`src/rtl/core/scancode_set1_to_ascii_decoder_macros.svh`:
```
// Assertion macros for the scancode decoder.
`ifndef SCANCODE_SET1_TO_ASCII_DECODER_MACROS_SVH
`define SCANCODE_SET1_TO_ASCII_DECODER_MACROS_SVH

`ifndef SYNTH
`define SCS1A_ASSERT_IMPL(label, clk, rst, ante, cons) \
  label: assert property (@(posedge clk) disable iff (rst) (ante) |-> (cons)) \
    else $error("scs1a assertion failed");
`define SCS1A_ASSERT_NEXT(label, clk, rst, ante, cons) \
  label: assert property (@(posedge clk) disable iff (rst) (ante) |=> (cons)) \
    else $error("scs1a assertion failed");
`else
`define SCS1A_ASSERT_IMPL(label, clk, rst, ante, cons)
`define SCS1A_ASSERT_NEXT(label, clk, rst, ante, cons)
`endif

`endif

```
`src/rtl/core/scs1a_pkg.sv`:
```
`default_nettype none
package scs1a_pkg;

  localparam int TABLE_ENTRIES_DEF = 88;
  localparam int FLAG_DEPTH = 1;

  localparam logic [7:0] SCAN_PREFIX = 8'hE0;
  localparam logic [6:0] KEY_LSHIFT  = 7'h2A;
  localparam logic [6:0] KEY_RSHIFT  = 7'h36;
  localparam logic [6:0] KEY_CTRL    = 7'h1D;
  localparam logic [6:0] KEY_LEFT    = 7'h4B;
  localparam logic [6:0] KEY_RIGHT   = 7'h4D;
  localparam logic [6:0] KEY_UP      = 7'h48;
  localparam logic [6:0] KEY_DOWN    = 7'h50;
  localparam logic [6:0] KEY_HOME    = 7'h47;
  localparam logic [6:0] KEY_END     = 7'h4F;
  localparam logic [6:0] KEY_DELETE  = 7'h53;

  localparam logic [7:0] NAV_LEFT   = 8'h81;
  localparam logic [7:0] NAV_RIGHT  = 8'h82;
  localparam logic [7:0] NAV_UP     = 8'h83;
  localparam logic [7:0] NAV_DOWN   = 8'h84;
  localparam logic [7:0] NAV_HOME   = 8'h85;
  localparam logic [7:0] NAV_END    = 8'h86;
  localparam logic [7:0] NAV_DELETE = 8'h87;
  localparam logic [7:0] NAV_NONE   = 8'h00;

  localparam logic [7:0] CHAR_A = 8'h61;
  localparam logic [7:0] CHAR_Z = 8'h7A;

  typedef struct packed {
    logic shift;
    logic ctrl;
    logic ext;
  } flags_t;

  localparam int FLAG_W = $bits(flags_t);

  typedef struct packed {
    logic       valid;
    logic [7:0] code;
  } result_t;

  function automatic logic [7:0] nav_code(input logic [6:0] key);
    logic [7:0] code;
    case (key)
      KEY_LEFT:   code = NAV_LEFT;
      KEY_RIGHT:  code = NAV_RIGHT;
      KEY_UP:     code = NAV_UP;
      KEY_DOWN:   code = NAV_DOWN;
      KEY_HOME:   code = NAV_HOME;
      KEY_END:    code = NAV_END;
      KEY_DELETE: code = NAV_DELETE;
      default:    code = NAV_NONE;
    endcase
    return code;
  endfunction

  // {plain, shifted} character for a make code
  function automatic logic [15:0] key_chars(input logic [6:0] key);
    logic [15:0] pair;
    case (key)
      7'd1:    pair = {8'h1B, 8'h1B};
      7'd2:    pair = {8'h31, 8'h21};
      7'd3:    pair = {8'h32, 8'h40};
      7'd4:    pair = {8'h33, 8'h23};
      7'd5:    pair = {8'h34, 8'h24};
      7'd6:    pair = {8'h35, 8'h25};
      7'd7:    pair = {8'h36, 8'h5E};
      7'd8:    pair = {8'h37, 8'h26};
      7'd9:    pair = {8'h38, 8'h2A};
      7'd10:   pair = {8'h39, 8'h28};
      7'd11:   pair = {8'h30, 8'h29};
      7'd12:   pair = {8'h2D, 8'h5F};
      7'd13:   pair = {8'h3D, 8'h2B};
      7'd14:   pair = {8'h08, 8'h08};
      7'd15:   pair = {8'h09, 8'h09};
      7'd16:   pair = {8'h71, 8'h51};
      7'd17:   pair = {8'h77, 8'h57};
      7'd18:   pair = {8'h65, 8'h45};
      7'd19:   pair = {8'h72, 8'h52};
      7'd20:   pair = {8'h74, 8'h54};
      7'd21:   pair = {8'h79, 8'h59};
      7'd22:   pair = {8'h75, 8'h55};
      7'd23:   pair = {8'h69, 8'h49};
      7'd24:   pair = {8'h6F, 8'h4F};
      7'd25:   pair = {8'h70, 8'h50};
      7'd26:   pair = {8'h5B, 8'h7B};
      7'd27:   pair = {8'h5D, 8'h7D};
      7'd28:   pair = {8'h0A, 8'h0A};
      7'd30:   pair = {8'h61, 8'h41};
      7'd31:   pair = {8'h73, 8'h53};
      7'd32:   pair = {8'h64, 8'h44};
      7'd33:   pair = {8'h66, 8'h46};
      7'd34:   pair = {8'h67, 8'h47};
      7'd35:   pair = {8'h68, 8'h48};
      7'd36:   pair = {8'h6A, 8'h4A};
      7'd37:   pair = {8'h6B, 8'h4B};
      7'd38:   pair = {8'h6C, 8'h4C};
      7'd39:   pair = {8'h3B, 8'h3A};
      7'd40:   pair = {8'h27, 8'h22};
      7'd41:   pair = {8'h60, 8'h7E};
      7'd43:   pair = {8'h5C, 8'h7C};
      7'd44:   pair = {8'h7A, 8'h5A};
      7'd45:   pair = {8'h78, 8'h58};
      7'd46:   pair = {8'h63, 8'h43};
      7'd47:   pair = {8'h76, 8'h56};
      7'd48:   pair = {8'h62, 8'h42};
      7'd49:   pair = {8'h6E, 8'h4E};
      7'd50:   pair = {8'h6D, 8'h4D};
      7'd51:   pair = {8'h2C, 8'h3C};
      7'd52:   pair = {8'h2E, 8'h3E};
      7'd53:   pair = {8'h2F, 8'h3F};
      7'd57:   pair = {8'h20, 8'h20};
      default: pair = 16'h0000;
    endcase
    return pair;
  endfunction

endpackage
`default_nettype wire

```
`src/rtl/core/scs1a_scan_if.sv`:
```
`default_nettype none
interface scs1a_scan_if;
  logic       valid;
  logic       ready;
  logic [7:0] scan_byte;

  modport source (output valid, output scan_byte, input ready);
  modport sink (input valid, input scan_byte, output ready);
endinterface
`default_nettype wire

```
`src/rtl/core/scs1a_char_if.sv`:
```
`default_nettype none
interface scs1a_char_if;
  logic       valid;
  logic       ready;
  logic [7:0] char_code;

  modport source (output valid, output char_code, input ready);
  modport sink (input valid, input char_code, output ready);
endinterface
`default_nettype wire

```
`src/rtl/core/scs1a_ram.sv`:
```
`default_nettype none
module scs1a_ram #(
  parameter int WIDTH = 8,
  parameter int DEPTH = 16,
  localparam int AW = (DEPTH > 1) ? $clog2(DEPTH) : 1
) (
  input  wire logic             clk,
  input  wire logic             we,
  input  wire logic [AW-1:0]    waddr,
  input  wire logic [WIDTH-1:0] wdata,
  input  wire logic [AW-1:0]    raddr,
  output logic      [WIDTH-1:0] rdata
);

  logic [WIDTH-1:0] mem [0:DEPTH-1];

  always_ff @(posedge clk) begin
    if (we) begin
      mem[waddr] <= wdata;
    end
    rdata <= mem[raddr];
  end

endmodule
`default_nettype wire

```
`src/rtl/core/scs1a_decode.sv`:
```
`default_nettype none
module scs1a_decode #(
  parameter int TABLE_ENTRIES = scs1a_pkg::TABLE_ENTRIES_DEF
) (
  input  wire logic [7:0]        scan_byte,
  input  wire scs1a_pkg::flags_t cur,
  output scs1a_pkg::flags_t      next,
  output scs1a_pkg::result_t     res
);
  import scs1a_pkg::*;

  localparam logic [7:0] TABLE_LIMIT = 8'(TABLE_ENTRIES);

  logic [6:0]  key;
  logic [15:0] pair;
  logic [7:0]  plain;
  logic [7:0]  shifted;
  logic [7:0]  nav;

  assign key     = scan_byte[6:0];
  assign pair    = key_chars(key);
  assign plain   = pair[15:8];
  assign shifted = pair[7:0];
  assign nav     = nav_code(key);

  always_comb begin
    next      = cur;
    res.valid = 1'b0;
    res.code  = 8'h00;
    if (scan_byte == SCAN_PREFIX) begin
      next.ext = 1'b1;
    end else if (scan_byte[7]) begin
      if (key == KEY_LSHIFT || key == KEY_RSHIFT) begin
        next.shift = 1'b0;
      end
      if (key == KEY_CTRL) begin
        next.ctrl = 1'b0;
      end
      next.ext = 1'b0;
    end else if (key == KEY_LSHIFT || key == KEY_RSHIFT) begin
      next.shift = 1'b1;
    end else if (key == KEY_CTRL && !cur.ext) begin
      next.ctrl = 1'b1;
    end else if (cur.ext) begin
      next.ext  = 1'b0;
      res.code  = nav;
      res.valid = (nav != NAV_NONE);
    end else if (scan_byte < TABLE_LIMIT) begin
      if (cur.ctrl) begin
        if (plain inside {[CHAR_A:CHAR_Z]}) begin
          res.valid = 1'b1;
          res.code  = 8'(plain - CHAR_A + 8'd1);
        end
      end else begin
        res.code  = cur.shift ? shifted : plain;
        res.valid = (res.code != 8'h00);
      end
    end
  end

endmodule
`default_nettype wire

```
`src/rtl/core/scancode_set1_to_ascii_decoder.sv`:
```
// Channel  Dir  Payload           Transfer
// scan     in   scan_byte [7:0]   valid & ready
// result   out  char_code [7:0]   valid & ready
//
// One scancode per cycle unless a stalled result holds the decode stage.
// Key flags live in a one-entry RAM read every cycle; the value written on
// the previous edge is forwarded, as the registered RAM read does not yet show it.
// Reset clears a valid bit for the flag entry, so no clearing pass is needed.
// A stalled result holds the decode stage only if that request yields a code.
`default_nettype none
`include "scancode_set1_to_ascii_decoder_macros.svh"
module scancode_set1_to_ascii_decoder #(
  parameter int TABLE_ENTRIES = scs1a_pkg::TABLE_ENTRIES_DEF
) (
  input wire logic    clk,
  input wire logic    rst,
  scs1a_scan_if.sink  scan,
  scs1a_char_if.source result
);
  import scs1a_pkg::*;

  localparam int AW = (FLAG_DEPTH > 1) ? $clog2(FLAG_DEPTH) : 1;

  logic       s1_valid;
  logic [7:0] s1_byte;
  logic       state_valid;
  logic       fresh;
  flags_t     flags_last;
  flags_t     flags_rd;
  flags_t     flags_cur;
  flags_t     flags_next;
  result_t    dec_res;
  logic       out_valid;
  logic [7:0] out_code;
  logic       out_free;
  logic       advance;
  logic       ctrl_hit;

  scs1a_ram #(
    .WIDTH(FLAG_W),
    .DEPTH(FLAG_DEPTH)
  ) u_flags (
    .clk   (clk),
    .we    (advance),
    .waddr ({AW{1'b0}}),
    .wdata (flags_next),
    .raddr ({AW{1'b0}}),
    .rdata (flags_rd)
  );

  always_comb begin
    if (fresh) begin
      flags_cur = flags_last;
    end else if (state_valid) begin
      flags_cur = flags_rd;
    end else begin
      flags_cur = '0;
    end
  end

  scs1a_decode #(
    .TABLE_ENTRIES(TABLE_ENTRIES)
  ) u_decode (
    .scan_byte (s1_byte),
    .cur       (flags_cur),
    .next      (flags_next),
    .res       (dec_res)
  );

  assign out_free   = !out_valid || result.ready;
  assign advance    = s1_valid && (!dec_res.valid || out_free);
  assign scan.ready = !s1_valid || advance;
  assign ctrl_hit   = advance && dec_res.valid && flags_cur.ctrl && !flags_cur.ext;

  always_ff @(posedge clk) begin
    if (rst) begin
      s1_valid    <= 1'b0;
      state_valid <= 1'b0;
      fresh       <= 1'b0;
      out_valid   <= 1'b0;
    end else begin
      if (scan.ready) begin
        s1_valid <= scan.valid;
      end
      if (advance) begin
        state_valid <= 1'b1;
      end
      fresh <= advance;
      if (advance && dec_res.valid) begin
        out_valid <= 1'b1;
      end else if (result.ready) begin
        out_valid <= 1'b0;
      end
    end
  end

  always_ff @(posedge clk) begin
    if (scan.valid && scan.ready) begin
      s1_byte <= scan.scan_byte;
    end
    if (advance) begin
      flags_last <= flags_next;
    end
    if (advance && dec_res.valid) begin
      out_code <= dec_res.code;
    end
  end

  assign result.valid     = out_valid;
  assign result.char_code = out_code;

  `SCS1A_ASSERT_IMPL(a_out_nonzero, clk, rst, out_valid, out_code != 8'h00)
  `SCS1A_ASSERT_NEXT(a_prefix_arms, clk, rst, advance && s1_byte == SCAN_PREFIX, flags_last.ext)
  `SCS1A_ASSERT_IMPL(a_ctrl_range, clk, rst, ctrl_hit, dec_res.code >= 8'd1 && dec_res.code <= 8'd26)
  `SCS1A_ASSERT_IMPL(a_no_overrun, clk, rst, advance && dec_res.valid, out_free)

endmodule
`default_nettype wire

```
`src/flat_wrapper.sv`:
```
// flat-port wrapper written by rule: the top's interface ports become plain ports
module scancode_set1_to_ascii_decoder_flat import scs1a_pkg::*;
#(
  parameter int TABLE_ENTRIES = scs1a_pkg::TABLE_ENTRIES_DEF
)
  (clk, rst, scan_valid, scan_scan_byte, scan_ready, result_valid, result_char_code, result_ready);
  scs1a_scan_if scan_i ();
  scs1a_char_if result_i ();
  input wire logic clk;
  input wire logic rst;
  input wire logic [$bits(scan_i.valid)-1:0] scan_valid;
  input wire logic [$bits(scan_i.scan_byte)-1:0] scan_scan_byte;
  output wire logic [$bits(scan_i.ready)-1:0] scan_ready;
  output wire logic [$bits(result_i.valid)-1:0] result_valid;
  output wire logic [$bits(result_i.char_code)-1:0] result_char_code;
  input wire logic [$bits(result_i.ready)-1:0] result_ready;
  assign scan_i.valid = scan_valid;
  assign scan_i.scan_byte = scan_scan_byte;
  assign scan_ready = scan_i.ready;
  assign result_valid = result_i.valid;
  assign result_char_code = result_i.char_code;
  assign result_i.ready = result_ready;
  scancode_set1_to_ascii_decoder #(.TABLE_ENTRIES(TABLE_ENTRIES)) u_core (.clk(clk), .rst(rst), .scan(scan_i), .result(result_i));
endmodule
```
`config.mk`:
```
export PLATFORM = sky130hd
export DESIGN_NAME = scancode_set1_to_ascii_decoder_flat
export DESIGN_NICKNAME = d
export VERILOG_FILES = /design/src/rtl/core/scs1a_pkg.sv /design/src/rtl/core/scs1a_scan_if.sv /design/src/rtl/core/scs1a_char_if.sv /design/src/rtl/core/scs1a_ram.sv /design/src/rtl/core/scs1a_decode.sv /design/src/rtl/core/scancode_set1_to_ascii_decoder.sv /design/src/flat_wrapper.sv
export VERILOG_INCLUDE_DIRS = /design/src /design/src/rtl/core
export SDC_FILE = /design/constraint.sdc
export NUM_CORES = 1
export LEC_CHECK = 0
export ABC_AREA = 1
export BUFFER_PORTS_ARGS = -buffer_cell sky130_fd_sc_hd__buf_2
export CORE_AREA = 2 2 79 73
export CTS_CLUSTER_SIZE = 28
export DETAILED_ROUTE_END_ITERATION = 16
export DIE_AREA = 0 0 81 75
export GPL_ROUTABILITY_DRIVEN = 0
export PLACE_DENSITY = 0.89
export SYNTH_ARGS = -nofsm -noshare
export SYNTH_HDL_FRONTEND = slang
export SYNTH_SLANG_ARGS = --single-unit
```
`constraint.sdc`:
```
create_clock -name clk -period 4.7 [get_ports clk]
set_clock_uncertainty 0.15 [all_clocks]
set_input_delay 0.705 -clock clk [delete_from_list [all_inputs] [get_ports clk]]
set_output_delay 0.705 -clock clk [all_outputs]
set_load 0.02 [all_outputs]
```
==> metrics list, run 1 <==
- The run finished with clean final reports.
- After synthesis, the mean cell area works out to 6.75 um^2.
- Count of cell types in the netlist: 38
- The later pin in the worst-skew pair is clocked with a latency of 0.29 ns.
* Drt initial violations: 347
* Setup crit end kind: flop
- The floorplan step defined a core boundary enclosing 5190 um^2.
- Buffers from clock root to sink, at most: 2
- The hold violation total from the final report is 0.
- Critical path type: reg2reg
- The via count of the first global-routing pass came to 2801.
- Largest net degree at the start of global routing: 30
* Signal arrival time at the worst endpoint: 3.69 ns
- The share of the Yosys chip area taken by registers is 31.1%.
- Clock H-tree levels: 2
- The worst-case IR drop observed on VDD is 0.000175 V.
- Most frequently used flop master after synthesis: dfxtp_1
* Number of setup violations in the final report: 0
* Area of combinational cells with multiple inputs: 1920 um^2
- Measured along the x axis, the die boundary spans 81 um.
- Antenna violations before repair: 0
- Net total in the final layout: 511
- In this run, synthesis inferred 19 flip-flops with an integrated enable.
- Top area cells in the synthesized netlist: nand2_1, edfxtp_1, dfxtp_1
* Crit start category: flop
- Antenna diode count: 0
- The floorplan step set the die height to 75 um.
- Number of buffers created by CTS: 5
- DR vias: 3180
- Share of the core filled with cells: 64.2%
- Buffers placed on the I/O ports in this run total 21.
* Commonest cells in the netlist: nand2_1, nand3_1, nor2_1
- In this run the worst setup path begins at u_core.s1_byte[6].
- Synthesized instance count: 472
* Clock tree from TritonCTS: yes
* Area Overhead vs Synth: 4.64%
- Static timing analysis puts the maximum clock frequency at 277 MHz.
- Total of warnings raised by yosys: 0
- For the pin with the worst max-slew slack, the measured transition is 0.951 ns.
- In this run the count of I/O pins placed on the die edge is 22.
- After synthesis, the share of flip-flops with an asynchronous set or reset is 0%.
- Post-detail-place hpwl: 5710 um
* Register bit total from synthesis: 40
- Cell at the root of the clock tree: clkbuf_8
- Top cell type's share of synthesized area: 20.6%
- Summed over all failing endpoints, the final setup total negative slack is 0 ns.
* Net Count, Synth: 497
- In this run the worst path has a maximum fanout of 29.
- Once detail routing completed, the nets flagged for antenna violations numbered 0.
- Unrepaired setup endpoints after global routing: false
* Most used standard cell by instance count after synthesis: nand2_1
- Global routing finished with a remaining overflow of 0.
- Rel. slew slack: 36.5%
- Post-route DRC violation count: 0
- First-pass GRT wire length: 12700 um
* Post-synthesis cell area: 3180 um^2
- Cell accounting for the most synthesized area: nand2_1
- # Max-Cap Violations: 0
* FP Rows: 25
* Leakage power: 1.69 nW
- Crit share post-route: 76.8%
* Power per cell area: 277 nW/um^2
- The tightest min-delay check is of the reg2reg type.
- The tree built by TritonCTS fans out to 40 sinks.
- Global-route usage over all layers: 27.1%
* Initial DRT Pass Iterations: 7
- Detailed-route wire length: 7640 um
* Average wire per standard cell: 13.8 um
- Routed vias/inst: 5.74
- Data on the critical path is required at its endpoint by 4.78 ns.
- The worst register-to-register path begins at u_core.s1_byte[6].
- The post-route netlist has 14.6% of its cells at a drive strength greater than 1.
* Post-cts sizing count: 0
- Buffers added to address setup during post-CTS repair amount to 0.
- Number of max-slew violations in the final report: 0
* Post-route minimum period: 3.61 ns
* Hold Path Origin: u_core.u_flags.mem[0][1]
- Final Total Pwr: 923 uW
* Clock transition at path regs: 0.07 ns
- Buffers inserted to repair hold after CTS numbered 0.
- Registers take 991 um^2.
- Starting utilization of the core area: 61.3%
- After filler insertion, the fill cell instance count of the layout stands at 487.
- Die Footprint: 6080 um^2
routing by layer:
layer  vias up  track usage [%]  wire (um)
li1       1560                -          -
met1      1401             34.7       3130
met2       186             46.1       3600
met3        33             4.92        675
met4         0             9.79        224
met5         -                0          0
worst max-delay path, cell delays in order (launching register included):
cell and delay, ns:
edfxtp_1 0.45, inv_2 0.29, nand2_1 0.15, nor2_1 0.14
nand3_2 0.12, a21oi_4 0.19, nand2_2 0.08, nand2_2 0.08
nand4_4 0.22, nand2_4 0.24, nand2_1 0.07, nand2_1 0.70
nand2_1 0.20, nor2_1 0.19, nor2_1 0.05, nand2_1 0.08
nand3_1 0.08, nand2_1 0.07
kinds of logic (layout without fill, tap and decap cells):
kind of cell	count (synthesis)	after routing	share of synthesized area [%]
fa+ha+maj	13	13	5.11
flops	40	40	31.1
buf+inv	54	69	8.53
simple gates	329	329	48.7
compound gates	36	36	6.56
cell usage in the layout (no fill, tap or decap), drive strengths merged:
master / n
a21boi: 1
a21oi: 16
o22ai: 1
and2: 2
nand2: 197
inv: 39
o211ai: 1
nand4: 5
o21ai: 13
clkinv: 2
nor2: 45
edfxtp: 19
nand3b: 7
clkbuf: 7
nor3: 5
nand3: 68
o31ai: 2
a31oi: 2
dfxtp: 21
ha: 13
buf: 21
report_power, final:
group / internal (mW) / switching [mW] / leakage, nW
clock: 0.103 / 0.111 / 0.0399
combinational: 0.0893 / 0.197 / 1.29
sequential: 0.400 / 0.0223 / 0.358
cell type report:
type / count / share of cell area (%)
timing repair buffer: 21 / 3.15
sequential: 40 / 29.7
clock buffer: 7 / 2.29
inverter: 40 / 4.51
clock inverter: 1 / 0.113
multi-input combinational: 378 / 57.7
tap: 67 / 2.52
metrics by stage:
step | hold slack [ns] | instance area (um^2) | std cells | worst slack (ns)
floorplan | 0.198 | 3180 | 472 | 1.97
global placement | 0.202 | 3250 | 546 | 1.35
detailed placement | 0.205 | 3250 | 546 | 1.21
CTS | 0.223 | 3330 | 554 | 1.19
global route | 0.239 | 3330 | 554 | 0.785
finish | 0.222 | 3330 | 554 | 1.09
path summary, 6_finish.rpt:
path	endpoint	slack [ns]	cells past startpoint
setup reg to reg	flop	1.09	17
setup / recovery	flop	1.09	17
hold / removal	u_core.u_flags.rdata[1]	0.22	0
hold reg to reg	u_core.u_flags.rdata[1]	0.22	0
Note: power is estimated with default switching activity, not from simulation.
==> inputs of run 2 (changes only) <==
--- a/config.mk
+++ b/config.mk
@@ -8,12 +8,12 @@
 export LEC_CHECK = 0
 export ABC_AREA = 1
 export BUFFER_PORTS_ARGS = -buffer_cell sky130_fd_sc_hd__buf_2
-export CORE_AREA = 2 2 79 73
+export CORE_AREA = 2 2 80 74
 export CTS_CLUSTER_SIZE = 28
 export DETAILED_ROUTE_END_ITERATION = 16
-export DIE_AREA = 0 0 81 75
+export DIE_AREA = 0 0 82 76
 export GPL_ROUTABILITY_DRIVEN = 0
-export PLACE_DENSITY = 0.89
+export PLACE_DENSITY = 0.87
 export SYNTH_ARGS = -nofsm -noshare
 export SYNTH_HDL_FRONTEND = slang
 export SYNTH_SLANG_ARGS = --single-unit
==> constraint.sdc (replaced) <==
create_clock -name clk -period 3.35 [get_ports clk]
set_clock_uncertainty 0.15 [all_clocks]
set_input_delay 0.5025 -clock clk [delete_from_list [all_inputs] [get_ports clk]]
set_output_delay 0.5025 -clock clk [all_outputs]
set_load 0.02 [all_outputs]
==> metrics list, run 2 (synthesis results as in run 1) <==
- Remaining global-route overflow: 0 (unchanged)
- The total routed wirelength was 7940 um (+3.9%).
- The count of clock tree sinks is 40 (unchanged).
- The final worst-path cycle share was 95.8% (+19 points).
- The cell-internal power was 865 uW (+46%).
* Starting utilization of the core area: 58.3% (-3.1 points)
- Leaving out fill and tap cells, the most frequent cell in the layout is nand2_1.
- The standard cell core area was 5470 um^2 (+5.3%).
- The placed cell count was 553 (+1.3%).
- Setup crit end kind: flop
- Number of max-slew violations in the final report: 0 (unchanged)
- The count of boundary I/O pins is 22 (unchanged).
- Largest net degree at the start of global routing: 22 (-27%)
- Global-route usage over all layers: 25.8% (-1.2 points)
* Leakage power: 1.77 nW (+4.3%)
- Clock network power share: 24.6% (+1.4 points)
- Layout cells sized above 1: 17.4% (+2.8 points)
- The tree is rooted in a clkbuf_8.
* Net total in the final layout: 524 (+2.5%)
- The worst hold slack is 0.221 ns (-0.00183 ns).
- The total number of vias is 3206 (+0.82%).
- Met2 Resource Use GR: 40.2% (-5.9 points)
- The maximum level of the CTS H-tree was 2 (unchanged).
- In the layout the commonest cells are nand2_1, nand3_1, nor2_1.
* Post-route minimum period: 3.21 ns (-0.401 ns)
- Hold Path Origin: u_core.u_flags.mem[0][0]
- The run finished with clean final reports.
* Clock tree from TritonCTS: yes
* Combinational power share: 31.1% (about the same)
* First-pass GRT wire length: 12700 um (-0.54%)
- Buffers from clock root to sink, at most: 2 (unchanged)
- Reg2reg start: u_core.s1_byte[6]
- Crit start category: flop
* Crit Path Max Fanout: 17 (-41%)
- Later-pin clock latency in the skew report: 0.30 ns (about the same)
* Horizontal die dimension: 82 um (+1.2%)
- Power per cell area: 387 nW/um^2 (+40%)
* Clock transition at path regs: 0.07 ns (about the same)
- The y dimension of the die is 76 um (+1.3%).
- The tightest min-delay check is of the reg2reg type.
* Rel. slew slack: 71.0% (+35 points)
- Number of buffers created by CTS: 5 (unchanged)
* Die Footprint: 6230 um^2 (+2.6%)
* Share of power burned in registers: 44.2% (-1.5 points)
- Relative to the synthesized area, the layout overhead comes to 9.19%.
* GR peak layer: met2
- Final non-filler cell total: 570 (+2.9%)
* Post-detailed-route count of antenna-violating nets: 0 (unchanged)
- Endpoint with the worst hold slack: u_core.u_flags.rdata[0]
- Hold depth: 0 (unchanged)
* Routed vias/inst: 5.62 (-2.0%)
- Number of global-route vias before repair: 2852 (+1.8%)
- Actual slew at the worst max-slew pin: 0.433 ns (-0.517 ns)
* Average wire per standard cell: 13.9 um (+1.0%)
* Finished Cell Area: 3480 um^2 (+4.4%)
- Final Total Pwr: 1.34 mW (+46%)
* Top achievable clock speed: 312 MHz (+12%)
- The cell area after placement is 3290 um^2 (+1.0%).
- The met1 usage in global routing is 33.3% (-1.5 points).
- The switching share of total power was 35.6% (-0.17 points).
- The total of hold buffers inserted after clock tree synthesis is 0 (unchanged).
- The half-perimeter wire length after detailed placement was 5660 um (-0.78%).
- The data required time of the worst path was 3.40 ns (-1.38 ns).
- Worst reg-to-reg setup slack: 0.14 ns (-0.95 ns)
- Worst IR Drop VDD: 0.000214 V (+22%)
- Critical path type: reg2reg
- Switching pwr: 479 uW (+45%)
* Setup_tns: 0 ns (unchanged)
- The initial DRC count is 352 (+1.4%).
* Number of setup violations in the final report: 0 (unchanged)
* FP Rows: 26 (+4.0%)
- Fillers: 472 (-3.1%)
* Antenna violations before repair: 0 (unchanged)
- The hold violation total from the final report is 0 (unchanged).
- I/O Buffers: 21 (unchanged)
* Initial DRT Pass Iterations: 7 (unchanged)
- The max-cap violation count came to 0 (unchanged).
- The number of diodes added for antenna fixing was 0 (unchanged).
- The critical path data arrival time is 3.26 ns (-0.43 ns).
- The met3 capacity usage during global routing is 5.69% (+0.77 points).
* Number of cell instances on the worst register-to-register path: 16 (-1)
* Post-route DRC violation count: 0 (unchanged)
==> run 2: repair_timing <==
item	4_1_cts	5_1_grt
cloned	0	3
buffers inserted	0	6
pin swaps	0	1
endpoints found under the setup margin	2	14
resized for setup	1	8
==> run 2: through the flow <==
stage	setup WS [ns]	util (%)
after floorplan	0.622	-
after global placement	0.214	60.1
after detailed placement	0.0588	60.1
after CTS	0.0785	61.8
after global routing	-0.00955	63.6
final	0.140	63.6
==> run 2: cell type report <==
type,instances,area (um^2),area share (%)
clock buffer,8,90.1,2.59
inverter,40,155,4.46
multi-input combinational,379,1960,56.5
sequential,40,991,28.5
tap,70,87.6,2.52
timing repair buffer,31,180,5.18
timing repair inverter,2,10.0,0.288
==> run 2: how the worst max path moves through the flow <==
stage,from,to,slack [ns],cells after the start
finish,u_core.s1_byte[6],flop,0.14,16
CTS,u_core.s1_byte[6],flop,0.08,18
detailed placement,u_core.s1_byte[6],flop,0.06,18
floorplan,u_core.s1_byte[6],flop,0.62,20
global route,u_core.s1_byte[6],flop,-0.01,21
global placement,u_core.s1_byte[6],flop,0.21,18
==> run 2: routing by layer <==
metal	part of all wire (%)	wire [um]
met5	0	0
met4	3.6	282
met3	8.4	668
met2	47	3760
met1	41	3230
==> run 2: power groups by stage <==
stage | Combinational (mW) | Sequential [mW] | Clock (mW)
floorplan | 0.321 | 0.596 | 0
global placement | 0.382 | 0.603 | 0
detailed placement | 0.392 | 0.604 | 0
CTS | 0.396 | 0.593 | 0.335
global route | 0.468 | 0.601 | 0.361
finish | 0.419 | 0.595 | 0.331
==> run 2: critical path, stage by stage, from the launching register on <==
cell and delay, ns:
edfxtp_1 0.54, clkinv_2 0.19, o21ai_0 0.12, nand3_1 0.14
nand3_2 0.12, a21oi_4 0.19, nand2_2 0.09, nand2_2 0.11
nand4_4 0.16, buf_4 0.22, nand3_1 0.11, nand2_4 0.15
ha_1 0.34, o21ai_0 0.24, nand3_1 0.12, nand2_1 0.08
inv_1 0.04
